`config.mk`:
```
export PLATFORM = sky130hd
export DESIGN_NAME = dlmb_ctrl
export DESIGN_NICKNAME = d
export VERILOG_FILES = /design/src/hw/rtl/dlmb_pkg.sv /design/src/hw/rtl/dlmb_ctrl.sv
export SDC_FILE = /design/constraint.sdc
export NUM_CORES = 1
export LEC_CHECK = 0
export ABC_AREA = 1
export BUFFER_PORTS_ARGS = -buffer_cell sky130_fd_sc_hd__buf_4
export CAP_MARGIN = 10
export CORE_UTILIZATION = 50
export CTS_CLUSTER_DIAMETER = 50
export CTS_CLUSTER_SIZE = 40
export DETAILED_ROUTE_END_ITERATION = 8
export GPL_ROUTABILITY_DRIVEN = 0
export PLACE_DENSITY = 0.71
export SYNTH_ARGS = -nofsm -noshare
export SYNTH_HDL_FRONTEND = slang
export SYNTH_SLANG_ARGS = --single-unit
```
`constraint.sdc`:
```
create_clock -name clk -period 1.5 [get_ports clk]
set_input_delay 0.3 -clock clk [delete_from_list [all_inputs] [get_ports clk]]
set_output_delay 0.3 -clock clk [all_outputs]
set_load 0.01 [all_outputs]
```
`src/hw/rtl/dlmb_pkg.sv`:
```
// shared types and constants for the depth linearize / mask / bounding box block
// no dependencies
`default_nettype none

package dlmb_pkg;

  localparam int DEPTH_BITS = 24;
  localparam int MAX_DIM    = 4096;
  localparam int DIM_W      = $clog2(MAX_DIM) + 1;   // config size width
  localparam int POS_W      = $clog2(MAX_DIM);       // column / row width
  localparam int PLANE_W    = 32;
  localparam int DEN_W      = PLANE_W + DEPTH_BITS + 1;
  localparam int FN_W       = 2 * PLANE_W;
  localparam int NUM_W      = FN_W + 10;             // fn * 1000
  localparam int X_W        = NUM_W + DEPTH_BITS + 2;
  localparam int T_W        = DEN_W + 11;            // den << 11
  localparam int TS_W       = T_W + 15;
  localparam int CMP_W      = 64;
  localparam int DIV_STEPS  = 16;
  localparam int CNT_W      = 4;

  localparam logic [DIM_W-1:0] RESET_WIDTH  = DIM_W'(640);
  localparam logic [DIM_W-1:0] RESET_HEIGHT = DIM_W'(480);
  localparam logic [PLANE_W-1:0] RESET_NEAR = PLANE_W'(1024);
  localparam logic [PLANE_W-1:0] RESET_FAR  = PLANE_W'(1024000);

  localparam int IDX_W = 3;
  localparam logic [IDX_W-1:0] REG_NEAR   = 3'd0;
  localparam logic [IDX_W-1:0] REG_FAR    = 3'd1;
  localparam logic [IDX_W-1:0] REG_WIDTH  = 3'd2;
  localparam logic [IDX_W-1:0] REG_HEIGHT = 3'd3;
  localparam logic [IDX_W-1:0] REG_SCALE  = 3'd4;

  typedef struct packed {
    logic load;
    logic mul1;
    logic mul2;
    logic mul3;
    logic cmp;
    logic prep;
    logic sat;
    logic div;
    logic emit;
  } dlmb_cmd_t;

  typedef struct packed {
    logic out_busy;
  } dlmb_sts_t;

  // clamp a configured size to 1..MAX_DIM
  function automatic logic [DIM_W-1:0] eff_dim(input logic [DIM_W-1:0] v);
    logic [DIM_W-1:0] r;
    r = v;
    if (v == '0) r = DIM_W'(1);
    else if (v > DIM_W'(MAX_DIM)) r = DIM_W'(MAX_DIM);
    return r;
  endfunction

endpackage

`default_nettype wire

```
`src/hw/rtl/dlmb_ctrl.sv`:
```
// sequencer for one pixel: multiplies, compare, setup, saturation check, 16 divide steps, emit
// depends on dlmb_pkg
`default_nettype none

module dlmb_ctrl import dlmb_pkg::*; (
  input  wire logic      clk,
  input  wire logic      rst,
  input  wire logic      in_valid,
  output logic           in_ready,
  input  dlmb_sts_t      sts,
  output dlmb_cmd_t      cmd
);

  typedef enum logic [8:0] {
    S_IDLE = 9'b000000001,
    S_MUL1 = 9'b000000010,
    S_MUL2 = 9'b000000100,
    S_MUL3 = 9'b000001000,
    S_CMP  = 9'b000010000,
    S_PREP = 9'b000100000,
    S_SAT  = 9'b001000000,
    S_DIV  = 9'b010000000,
    S_EMIT = 9'b100000000
  } state_t;

  state_t state, state_next;
  logic [CNT_W-1:0] cnt, cnt_next;

  always_comb begin
    state_next = state;
    cnt_next   = cnt;
    cmd        = '0;
    in_ready   = 1'b0;
    unique case (state)
      S_IDLE: begin
        in_ready = 1'b1;
        if (in_valid) begin
          cmd.load   = 1'b1;
          state_next = S_MUL1;
        end
      end
      S_MUL1: begin cmd.mul1 = 1'b1; state_next = S_MUL2; end
      S_MUL2: begin cmd.mul2 = 1'b1; state_next = S_MUL3; end
      S_MUL3: begin cmd.mul3 = 1'b1; state_next = S_CMP; end
      S_CMP:  begin cmd.cmp  = 1'b1; state_next = S_PREP; end
      S_PREP: begin cmd.prep = 1'b1; state_next = S_SAT; end
      S_SAT: begin
        cmd.sat    = 1'b1;
        cnt_next   = CNT_W'(DIV_STEPS - 1);
        state_next = S_DIV;
      end
      S_DIV: begin
        cmd.div  = 1'b1;
        cnt_next = cnt - CNT_W'(1);
        if (cnt == '0) state_next = S_EMIT;
      end
      S_EMIT: begin
        if (!sts.out_busy) begin
          cmd.emit   = 1'b1;
          state_next = S_IDLE;
        end
      end
      default: state_next = S_IDLE;
    endcase
  end

  always_ff @(posedge clk) begin
    if (rst) begin
      state <= S_IDLE;
      cnt   <= '0;
    end else begin
      state <= state_next;
      cnt   <= cnt_next;
    end
  end

endmodule

`default_nettype wire

```
After elaboration in Yosys (flattened, before gate mapping)
Index checks and enable logic that the tools add are counted.
Widths: inputs -> output; s select.
{"block": "totals", "output_inout_bits": 10, "regBits": 13, "word_cells": 35}
{"block": "op_classes", "reduce_logical": 3, "n_eq_ne": 12, "muxes": 17, "addsub": 1}
{"operator": "$pmux 9 s9", "count": 1}
{"operator": "$mux 9", "count": 3}
{"operator": "$mux 1", "count": 12}
{"operator": "$eq 9x1->1 const B", "count": 1}
{"operator": "$eq 9x2->1 const B", "count": 1}
{"operator": "$eq 9x3->1 const B", "count": 1}
{"operator": "$eq 9x4->1 const B", "count": 1}
{"operator": "$eq 9x5->1 const B", "count": 1}
{"operator": "$eq 9x6->1 const B", "count": 1}
{"operator": "$eq 9x7->1 const B", "count": 1}
{"operator": "$eq 9x8->1 const B", "count": 1}
{"operator": "$eq 9x9->1 const B", "count": 1}
{"operator": "$pmux 4 s2", "count": 1}
{"operator": "$ne 2x2->1 const B", "count": 3}
{"operator": "$logic_not 4->1", "count": 1}
{"operator": "$sub 4x1->4 const B", "count": 1}
{"operator": "$reduce_and 3->1", "count": 1}
{"operator": "$reduce_bool 2->1", "count": 1}

Depth between registers and ports, before layout
Gate-level depths: netlist (run 1).
{"block": "logic_depth", "ltp_word": 3, "depth_mapped": 8, "depth_no_buf": 8}

Least setup slack after synthesis (run 1)
OpenSTA, ideal clock, no wires.
{"block": "synth_timing", "path_type": "register -> output", "start": "reg state[2]", "end": "out cmd[8] (netlist bit)", "stages_incl_launch_ff": 6, "n_path_buf": 0, "arrival_time_ns": 0.933, "slack_ns": 0.267, "cell_sequence": "dfxtp_1 nor2_4 nand2_2 nor2_4 nand2_1 nor2_1"}
{"element": "start, declared", "line": "dlmb_ctrl.sv:26", "source": "state_t state, state_next;"}
{"element": "start signal, assigned", "line": "dlmb_ctrl.sv:72", "source": "state <= state_next;"}
{"element": "end, declared", "line": "dlmb_ctrl.sv:11", "source": "output dlmb_cmd_t cmd"}

==> impl_metrics.json, run 1 <==
{
  "outcome": "complete, but fails checks",
  "violations": "negative setup slack",
  "die-area_mm2": 0.00181,
  "drv_cap": 0,
  "cts_buffer_depth": 2,
  "grt_pass1_vias": 781,
  "ant_nets": 0,
  "critPathLaunchType": "register",
  "first_pass_iters": 4,
  "dieHeight_um": 42.5,
  "path_max_fanout": 4,
  "cp-end-kind": "output pin",
  "rsz0062_at_grt": "true",
  "yosysUniqueCellTypes": 24,
  "cts_root_buf": "clkbuf_4",
  "rows": 14,
  "routed_via_density": 5.11,
  "antenna_found_initial": 0,
  "syn_inst": 119,
  "crit_type": "register to output pin",
  "setup_viol": 9,
  "synth_compound_area_frac": 0.0915,
  "grt_overflow": 0,
  "grt_pass1_wl_um": 3370,
  "grt_use_total": 0.246,
  "final_cell_mix": "buf_4 (20), inv_1 (18), nand2_1 (14)",
  "syn_nets": 124,
  "ctsHoldBuffers": 0,
  "postLayoutCellArea_mm2": 0.00113,
  "synth_edf_count": 0,
  "synth_ff_type": "dfxtp_1",
  "cts_tree": "yes",
  "synth.area.mux_share": 0,
  "netlist_area_um2": 821,
  "grtUsageMet3": 0.0517,
  "top_usage_layer": "met2",
  "drt-initial-drc-count": 16,
  "routedWlPerCell_um": 12.2,
  "hold_viol_final": 0,
  "fin_util": 0.740,
  "coreArea_mm2": 0.00152,
  "cts_buffers": 3,
  "tightest_slew_ns": 0.264,
  "min_period_ns": 1.59,
  "grt_use_met1": 0.290,
  "finClkSkew_ns": 0.00761,
  "hold_class": "input pin to register",
  "holdWs_ns": 0.268,
  "area_delta_synth_final_pct": 37.3,
  "cts.sinks": 13,
  "slew_violations": 0,
  "synthArstFlopShare": 0,
  "critPathRequiredTime_ns": 1.20,
  "die_w_um": 42.5,
  "initial_core_util": 0.539,
  "placed_cell_area_um2": 935,
  "cts_htree_levels": 1,
  "synth_top_family_by_area": "simple AND/OR/NAND/NOR gates",
  "setup_ws_ns": -0.0881,
  "fillers": 116,
  "drive_gt1_frac": 0.469,
  "nNetsFinal": 153,
  "cp.arrival_ns": 1.29,
  "antenna_cells": 0,
  "synth_fa_ha_area_frac": 0.0152,
  "synth_xor_area_frac": 0.0107,
  "num_vias": 833,
  "drt_wl_total_um": 1990,
  "io_pins": 14,
  "clk_latency_ns": 0.28,
  "setup_tns_ns": -0.352,
  "postSynthAreaPerCell_um2": 6.90,
  "leakagePower_nw": 0.561,
  "dp_hpwl_um": 1360,
  "yosys_warnings": 0,
  "ys_seq_elements": 13,
  "drc": 0,
  "timing.final.crit_share": 1.06,
  "vdd_ir_drop_max_uv": 653,
  "port_buffers": 13,
  "fmax_mhz": 630,
  "ff2ff_setup_slack_ns": 0.05,
  "grt_max_degree": 10,
  "final_common_cell": "buf_4",
  "timing.slew.headroom": 0.824,
  "synth-seq-area-share": 0.317,
  "yosys.area_share.simple": 0.438,
  "grtUsageMet2": 0.418,
  "clkTransAtPathRegs_ns": 0.09,
  "p_per_area_mw_per_mm2": 1420
}
## worst paths after layout
kind / from / to / cells after the start
worst min register to register: cnt[2] / cnt[2] / 2
worst max register to register: state[0] / state[0] / 10
worst max-delay path: state[2] / cmd[8] / 6
worst min-delay path: rst / cnt[2] / 2
## cells by family after synthesis
logic type | after synthesis
and+or+nand+nor | 63
buffers and inverters | 28
AOI/OAI and AO/OA | 13
DFF | 13
xor gates and xnor gates | 1
adders and majority gates | 1
## registers in the layout (all words and copies together) (netlist names)
register,flops
cnt,4
state,9
## Yosys cell counts, types with 2 or more instances
cell | count | area share
nor3_1 | 7 | 0.043
inv_2 | 2 | 0.0091
nand2_4 | 2 | 0.027
nand2_1 | 20 | 0.091
nand4_1 | 2 | 0.015
nand3_4 | 2 | 0.043
nor2_1 | 15 | 0.069
inv_1 | 25 | 0.11
o21ai_0 | 4 | 0.024
o21ai_1 | 2 | 0.012
a21oi_1 | 4 | 0.024
nor2_4 | 4 | 0.055
dfxtp_1 | 13 | 0.32
nand3_1 | 7 | 0.043
## power breakdown
group          internal, mW  switching (mW)  leakage (nW)
Combinational         0.376           0.541         0.438
Sequential            0.407          0.0521         0.109
Clock                 0.103           0.120        0.0150
Total                 0.886           0.713         0.561
## worst max-delay path, stage by stage (launching register included)
cell and delay (ns):
dfxtp_2 0.35, nor2_4 0.15, nand2_2 0.08, nor2_4 0.14
nand2_2 0.08, nor2_1 0.09, buf_4 0.12
## metrics by stage
step	setup WS, ns	power (mW)	instances
3_5_place_dp	0.149	1.18	147
6_report	-0.0881	1.60	163
3_3_place_gp	0.164	1.16	147
4_1_cts	-0.0899	1.51	160
2_1_floorplan	0.267	0.991	119
5_1_grt	-0.180	1.71	163
## timing repair
item / in CTS / in global routing
pin swaps: 10 / 9
endpoints found under the setup margin: 10 / 10
setup buffers: 9 / 3
gates resized for setup: 19 / 15
endpoints found under the hold margin: 0 / 0
## metal layers
layer	wire length, um	share of wire	vias up
met5	0	0	-
met4	29	0.015	0
met3	78	0.039	6
met2	1020	0.51	20
met1	856	0.43	383
li1	-	-	424
## final cells by class
cell class | count | area (um2) | share of cell area
sequential | 13 | 270 | 0.240
tap | 16 | 20.0 | 0.0178
clock buffer | 4 | 26.3 | 0.0233
inverter | 27 | 101 | 0.0899
multi-input combinational | 78 | 503 | 0.446
timing repair buffer | 25 | 206 | 0.183
(Power assumes the default switching activity.)
==> inputs of run 2 (changes only) <==
--- a/config.mk
+++ b/config.mk
@@ -8,12 +8,12 @@
 export ABC_AREA = 1
 export BUFFER_PORTS_ARGS = -buffer_cell sky130_fd_sc_hd__buf_4
 export CAP_MARGIN = 10
-export CORE_UTILIZATION = 50
+export CORE_UTILIZATION = 48
 export CTS_CLUSTER_DIAMETER = 50
 export CTS_CLUSTER_SIZE = 40
 export DETAILED_ROUTE_END_ITERATION = 8
 export GPL_ROUTABILITY_DRIVEN = 0
-export PLACE_DENSITY = 0.71
+export PLACE_DENSITY = 0.72
 export SYNTH_ARGS = -nofsm -noshare
 export SYNTH_HDL_FRONTEND = slang
 export SYNTH_SLANG_ARGS = --single-unit
==> constraint.sdc (replaced) <==
create_clock -name clk -period 1.35 [get_ports clk]
set_input_delay 0.27 -clock clk [delete_from_list [all_inputs] [get_ports clk]]
set_output_delay 0.27 -clock clk [all_outputs]
set_load 0.01 [all_outputs]
==> impl_metrics.json, run 2 (synthesis gave the netlist of run 1 again) <==
{
  "grt_pass1_vias": 779,
  "grt_pass1_wl_um": 3200,
  "cp.arrival_ns": 1.27,
  "routedWlPerCell_um": 12.8,
  "p_clk_frac": 0.133,
  "hold_class": "input pin to register",
  "drv_cap": 0,
  "cpPeakStageDelay_ns": 0.34,
  "cp_common_cell": "nor2_4",
  "grt_overflow": 0,
  "cts.sinks": 13,
  "vdd_ir_drop_max_uv": 966,
  "clk_latency_ns": 0.28,
  "multi_input_area_um2": 548,
  "cp.buffers_inverters": 1,
  "cts_buffers": 3,
  "largest_reg_flops": 9,
  "cts_tree": "yes",
  "dr_wl_met2_um": 1120,
  "num_vias": 842,
  "routed_via_density": 5.13,
  "critPathLaunchType": "register",
  "dp_hpwl_um": 1320,
  "die_w_um": 43.4,
  "regArea_um2": 274,
  "grt_use_total": 0.225,
  "hold_viol_final": 0,
  "first_pass_iters": 4,
  "drt-initial-drc-count": 27,
  "cts_htree_levels": 1,
  "met1_length_um": 908,
  "final_cell_mix": "buf_4 (18), inv_1 (16), nand2_1 (13)",
  "final_common_cell": "buf_4",
  "antenna_cells": 0,
  "violations": "negative setup slack",
  "outcome": "complete, but fails checks",
  "rows": 14,
  "fmax_mhz": 651,
  "share_seq_of_total_power": 0.283,
  "ant_nets": 0,
  "antenna_found_initial": 0,
  "path_max_fanout": 3,
  "holdWs_ns": 0.239,
  "coreArea_mm2": 0.00156,
  "dieHeight_um": 43.4,
  "wl_met3_um": 53,
  "cp-end-kind": "output pin",
  "slowest_stage": "dfxtp_2",
  "largest-register": "state",
  "power_frac_comb": 0.584,
  "grt_max_degree": 10,
  "drc": 0,
  "area_delta_synth_final_pct": 44.8,
  "io_pins": 14,
  "setup_ws_ns": -0.187,
  "cp_cell_sequence": "nor2_4 > nand2_4 > nor2_4 > nand2_2 > nor2_1 > buf_4",
  "p_int_mw": 0.987,
  "initial_core_util": 0.526,
  "leakagePower_nw": 0.591,
  "critPathRequiredTime_ns": 1.08,
  "switching_power_mw": 0.821,
  "slew_violations": 0,
  "fillers": 120,
  "port_buffers": 13,
  "switching_share": 0.454,
  "cts_buffer_depth": 2,
  "nNetsFinal": 154,
  "drt_wl_total_um": 2110,
  "rsz0062_at_grt": "true",
  "finClkSkew_ns": 0.00212,
  "p_per_area_mw_per_mm2": 1520,
  "top_regs": "state x9, cnt x4",
  "drive_gt1_frac": 0.514,
  "min_period_ns": 1.54,
  "setup_viol": 13,
  "highest_layer": "met4",
  "timing.slew.headroom": 0.850,
  "clkTransAtPathRegs_ns": 0.08,
  "crit_type": "register to output pin",
  "ctsHoldBuffers": 0,
  "crit_family": "simple AND/OR/NAND/NOR gates",
  "tightest_slew_ns": 0.224,
  "fin_total_pwr_mw": 1.81,
  "die-area_mm2": 0.00188,
  "cts_root_buf": "clkbuf_4",
  "timing.final.crit_share": 1.14
}
run 2: cell count changes in the layout (fill, tap and decap cells not counted), moves of 2 or more:
| cell | previous run | this run |
|---|---|---|
| inv_1 | 18 | 16 |
| nor2_1 | 12 | 10 |
| dfxtp_4 | 0 | 2 |
| buf_6 | 5 | 7 |
| inv_4 | 0 | 2 |
| nand3_2 | 1 | 3 |
| dfxtp_2 | 8 | 5 |
| buf_4 | 20 | 18 |
run 2: routing by layer:
metal | track usage | up-vias
met5 | 0 | -
met2 | 0.379 | 16
met3 | 0.0458 | 5
met4 | 0.100 | 0
met1 | 0.277 | 388
li1 | - | 433
run 2: stage by stage:
| step | worst slack (ns) | instances | instance area [um2] | TNS (ns) | utilization |
|---|---|---|---|---|---|
| 3_5_place_dp | 0.0325 | 148 | 942 | 0 | 0.604 |
| 2_1_floorplan | 0.147 | 119 | 821 | 0 | - |
| 3_3_place_gp | 0.0212 | 148 | 942 | 0 | 0.604 |
| 6_report | -0.187 | 164 | 1190 | -1.62 | 0.762 |
| 5_1_grt | -0.284 | 164 | 1190 | -2.76 | 0.762 |
| 4_1_cts | -0.176 | 160 | 1080 | -1.47 | 0.694 |
run 2: cell type report:
type	count	share of cell area
timing repair buffer	25	0.180
inverter	27	0.0895
sequential	13	0.231
clock buffer	4	0.0221
multi-input combinational	79	0.461
tap	16	0.0168
run 2: power groups by stage:
stage,clock (mW),sequential (mW),combinational (mW)
2_1_floorplan,0,0.496,0.605
3_3_place_gp,0,0.501,0.798
3_5_place_dp,0,0.504,0.806
4_1_cts,0.241,0.505,0.961
5_1_grt,0.258,0.520,1.15
6_report,0.240,0.512,1.06
run 2: worst paths after layout:
check	start	endpoint	slack (ns)	cells after the start
setup / recovery	state[4]	cmd[8]	-0.19	6
hold / removal	rst	state[3]	0.24	2
setup reg to reg	state[4]	state[0]	-0.04	9
hold reg to reg	cnt[2]	cnt[2]	0.49	2
run 2: what timing repair did:
item / 4_1_cts / 5_1_grt
buffers inserted: 8 / 3
pin swaps: 10 / 10
hold endpoints to repair: 0 / 0
gates cloned: 0 / 1
resized for setup: 21 / 29
setup endpoints to repair: 10 / 19
==> inputs of run 3 (changes only) <==
--- a/config.mk
+++ b/config.mk
@@ -8,12 +8,14 @@
 export ABC_AREA = 1
 export BUFFER_PORTS_ARGS = -buffer_cell sky130_fd_sc_hd__buf_4
 export CAP_MARGIN = 10
-export CORE_UTILIZATION = 48
+export CELL_PAD_IN_SITES_DETAIL_PLACEMENT = 1
+export CELL_PAD_IN_SITES_GLOBAL_PLACEMENT = 2
+export CORE_UTILIZATION = 26
 export CTS_CLUSTER_DIAMETER = 50
 export CTS_CLUSTER_SIZE = 40
 export DETAILED_ROUTE_END_ITERATION = 8
 export GPL_ROUTABILITY_DRIVEN = 0
-export PLACE_DENSITY = 0.72
+export PLACE_DENSITY = 0.7
 export SYNTH_ARGS = -nofsm -noshare
 export SYNTH_HDL_FRONTEND = slang
 export SYNTH_SLANG_ARGS = --single-unit
==> impl_metrics.json, run 3 (synthesis gave the netlist of run 1 again) <==
{
  "grt_overflow": 0,
  "clk_latency_ns": 0.27,
  "drt-initial-drc-count": 8,
  "antenna_cells": 0,
  "tightest_slew_ns": 0.251,
  "setup_viol": 15,
  "cp_cell_sequence": "nor2_4 > buf_4 > inv_2 > nor2_4 > nand2_4 > inv_2 > buf_6",
  "cts_htree_levels": 1,
  "largest-register": "state",
  "top_usage_layer": "met2",
  "slowest_stage": "dfxtp_4",
  "hold_viol_final": 0,
  "grt_use_total": 0.152,
  "port_buffers": 13,
  "drive_gt1_frac": 0.506,
  "setup_tns_ns": -2.20,
  "final_common_cell": "buf_4",
  "finClkSkew_ns": 0.00221,
  "cts_buffers": 3,
  "antenna_found_initial": 0,
  "ant_nets": 0,
  "nNetsFinal": 162,
  "timing.slew.headroom": 0.833,
  "grt_pass1_wl_um": 3850,
  "io_pins": 14,
  "die-area_mm2": 0.00339,
  "holdWs_ns": 0.256,
  "grtUsageMet2": 0.251,
  "cp.arrival_ns": 1.31,
  "violations": "negative setup slack",
  "grt_use_met1": 0.202,
  "cts.sinks": 13,
  "rsz0062_at_grt": "true",
  "drt_wl_total_um": 2370,
  "dieHeight_um": 58.2,
  "outcome": "complete, but fails checks",
  "crit_family": "simple AND/OR/NAND/NOR gates",
  "grt_max_degree": 10,
  "cp.buffers_inverters": 4,
  "first_pass_iters": 4,
  "grt_pass1_vias": 827,
  "drv_cap": 0,
  "vdd_ir_drop_max_uv": 636,
  "placed_cell_area_um2": 985,
  "finalNonFillerCells": 200,
  "timing.final.crit_share": 1.17,
  "clkTransAtPathRegs_ns": 0.08,
  "routed_via_density": 4.30,
  "area_delta_synth_final_pct": 55.9,
  "ctsHoldBuffers": 0,
  "fin_util": 0.423,
  "initial_core_util": 0.271,
  "critPathRequiredTime_ns": 1.08,
  "crit_type": "register to output pin",
  "routedWlPerCell_um": 11.9,
  "critPathLaunchType": "register",
  "dpl.cell_count": 177,
  "cts_buffer_depth": 2,
  "setup_ws_ns": -0.234,
  "path_max_fanout": 3,
  "largest_reg_flops": 9,
  "coreArea_mm2": 0.00303,
  "rows": 20,
  "fmax_mhz": 631,
  "hold_class": "input pin to register",
  "die_w_um": 58.2,
  "drc": 0,
  "cp-end-kind": "output pin",
  "cpPeakStageDelay_ns": 0.36,
  "grtUsageMet3": 0.0268,
  "cts_tree": "yes",
  "leakagePower_nw": 0.644,
  "slew_violations": 0,
  "dp_hpwl_um": 1590,
  "cts_root_buf": "clkbuf_4",
  "min_period_ns": 1.58,
  "top_regs": "state x9, cnt x4",
  "postLayoutCellArea_mm2": 0.00128,
  "p_per_area_mw_per_mm2": 1540,
  "final_cell_mix": "buf_4 (27), inv_1 (19), nand2_1 (16)",
  "num_vias": 860
}
[run 3: cell types whose count changed in the layout (fill, tap and decap cells not counted), moves of 3 or more]
cell / previous run / this run
o21ai_2: 0 / 3
nand2_1: 13 / 16
nand2_2: 6 / 2
buf_4: 18 / 27
inv_1: 16 / 19
[run 3: worst reg2reg max path, stage by stage (launching register included)]
cell and delay [ns]:
dfxtp_4 0.36, nor2_4 0.14, buf_4 0.13, inv_2 0.04, nor2_4 0.16, buf_6 0.12
nand3_4 0.10, nand3_4 0.12, buf_4 0.12, nor3_1 0.03
[run 3: where the power goes]
group	switching, mW	total, mW	internal (mW)
clock network	0.128	0.242	0.114
registers	0.0558	0.504	0.448
logic	0.672	1.23	0.557
total	0.856	1.98	1.12
[run 3: area by class of cell]
| class | instances | area, um2 |
|---|---|---|
| Tap cell | 44 | 55.1 |
| Fill cell | 385 | 1750 |
| Multi-Input combinational cell | 79 | 557 |
| Sequential cell | 13 | 270 |
| Inverter | 27 | 101 |
| Clock buffer | 4 | 26.3 |
| Timing Repair Buffer | 33 | 270 |
[run 3: repair_timing]
item | CTS | global route
gates cloned | 0 | 1
buffers inserted | 10 | 9
pin swaps | 10 | 5
gates resized for setup | 26 | 18
endpoints found under the setup margin | 10 | 23
[run 3: stage by stage]
step | power (mW) | setup WS [ns]
global route | 2.15 | -0.330
floorplan | 1.10 | 0.147
global placement | 1.34 | 0.00479
finish | 1.98 | -0.234
detailed placement | 1.36 | 0.00349
CTS | 1.81 | -0.209
[run 3: worst paths after layout]
path              startpoint       end  slack, ns  cells after the start
setup reg to reg    state[4]  state[2]      -0.08                      9
setup / recovery    state[4]    cmd[1]      -0.23                      7
hold / removal           rst  state[1]       0.26                      2
hold reg to reg       cnt[0]    cnt[0]       0.51                      2
[run 3: routing by layer]
metal,share of wire,wire (um)
met2,0.52,1230
met4,0.0072,17
met3,0.018,43
met1,0.45,1080
met5,0,0
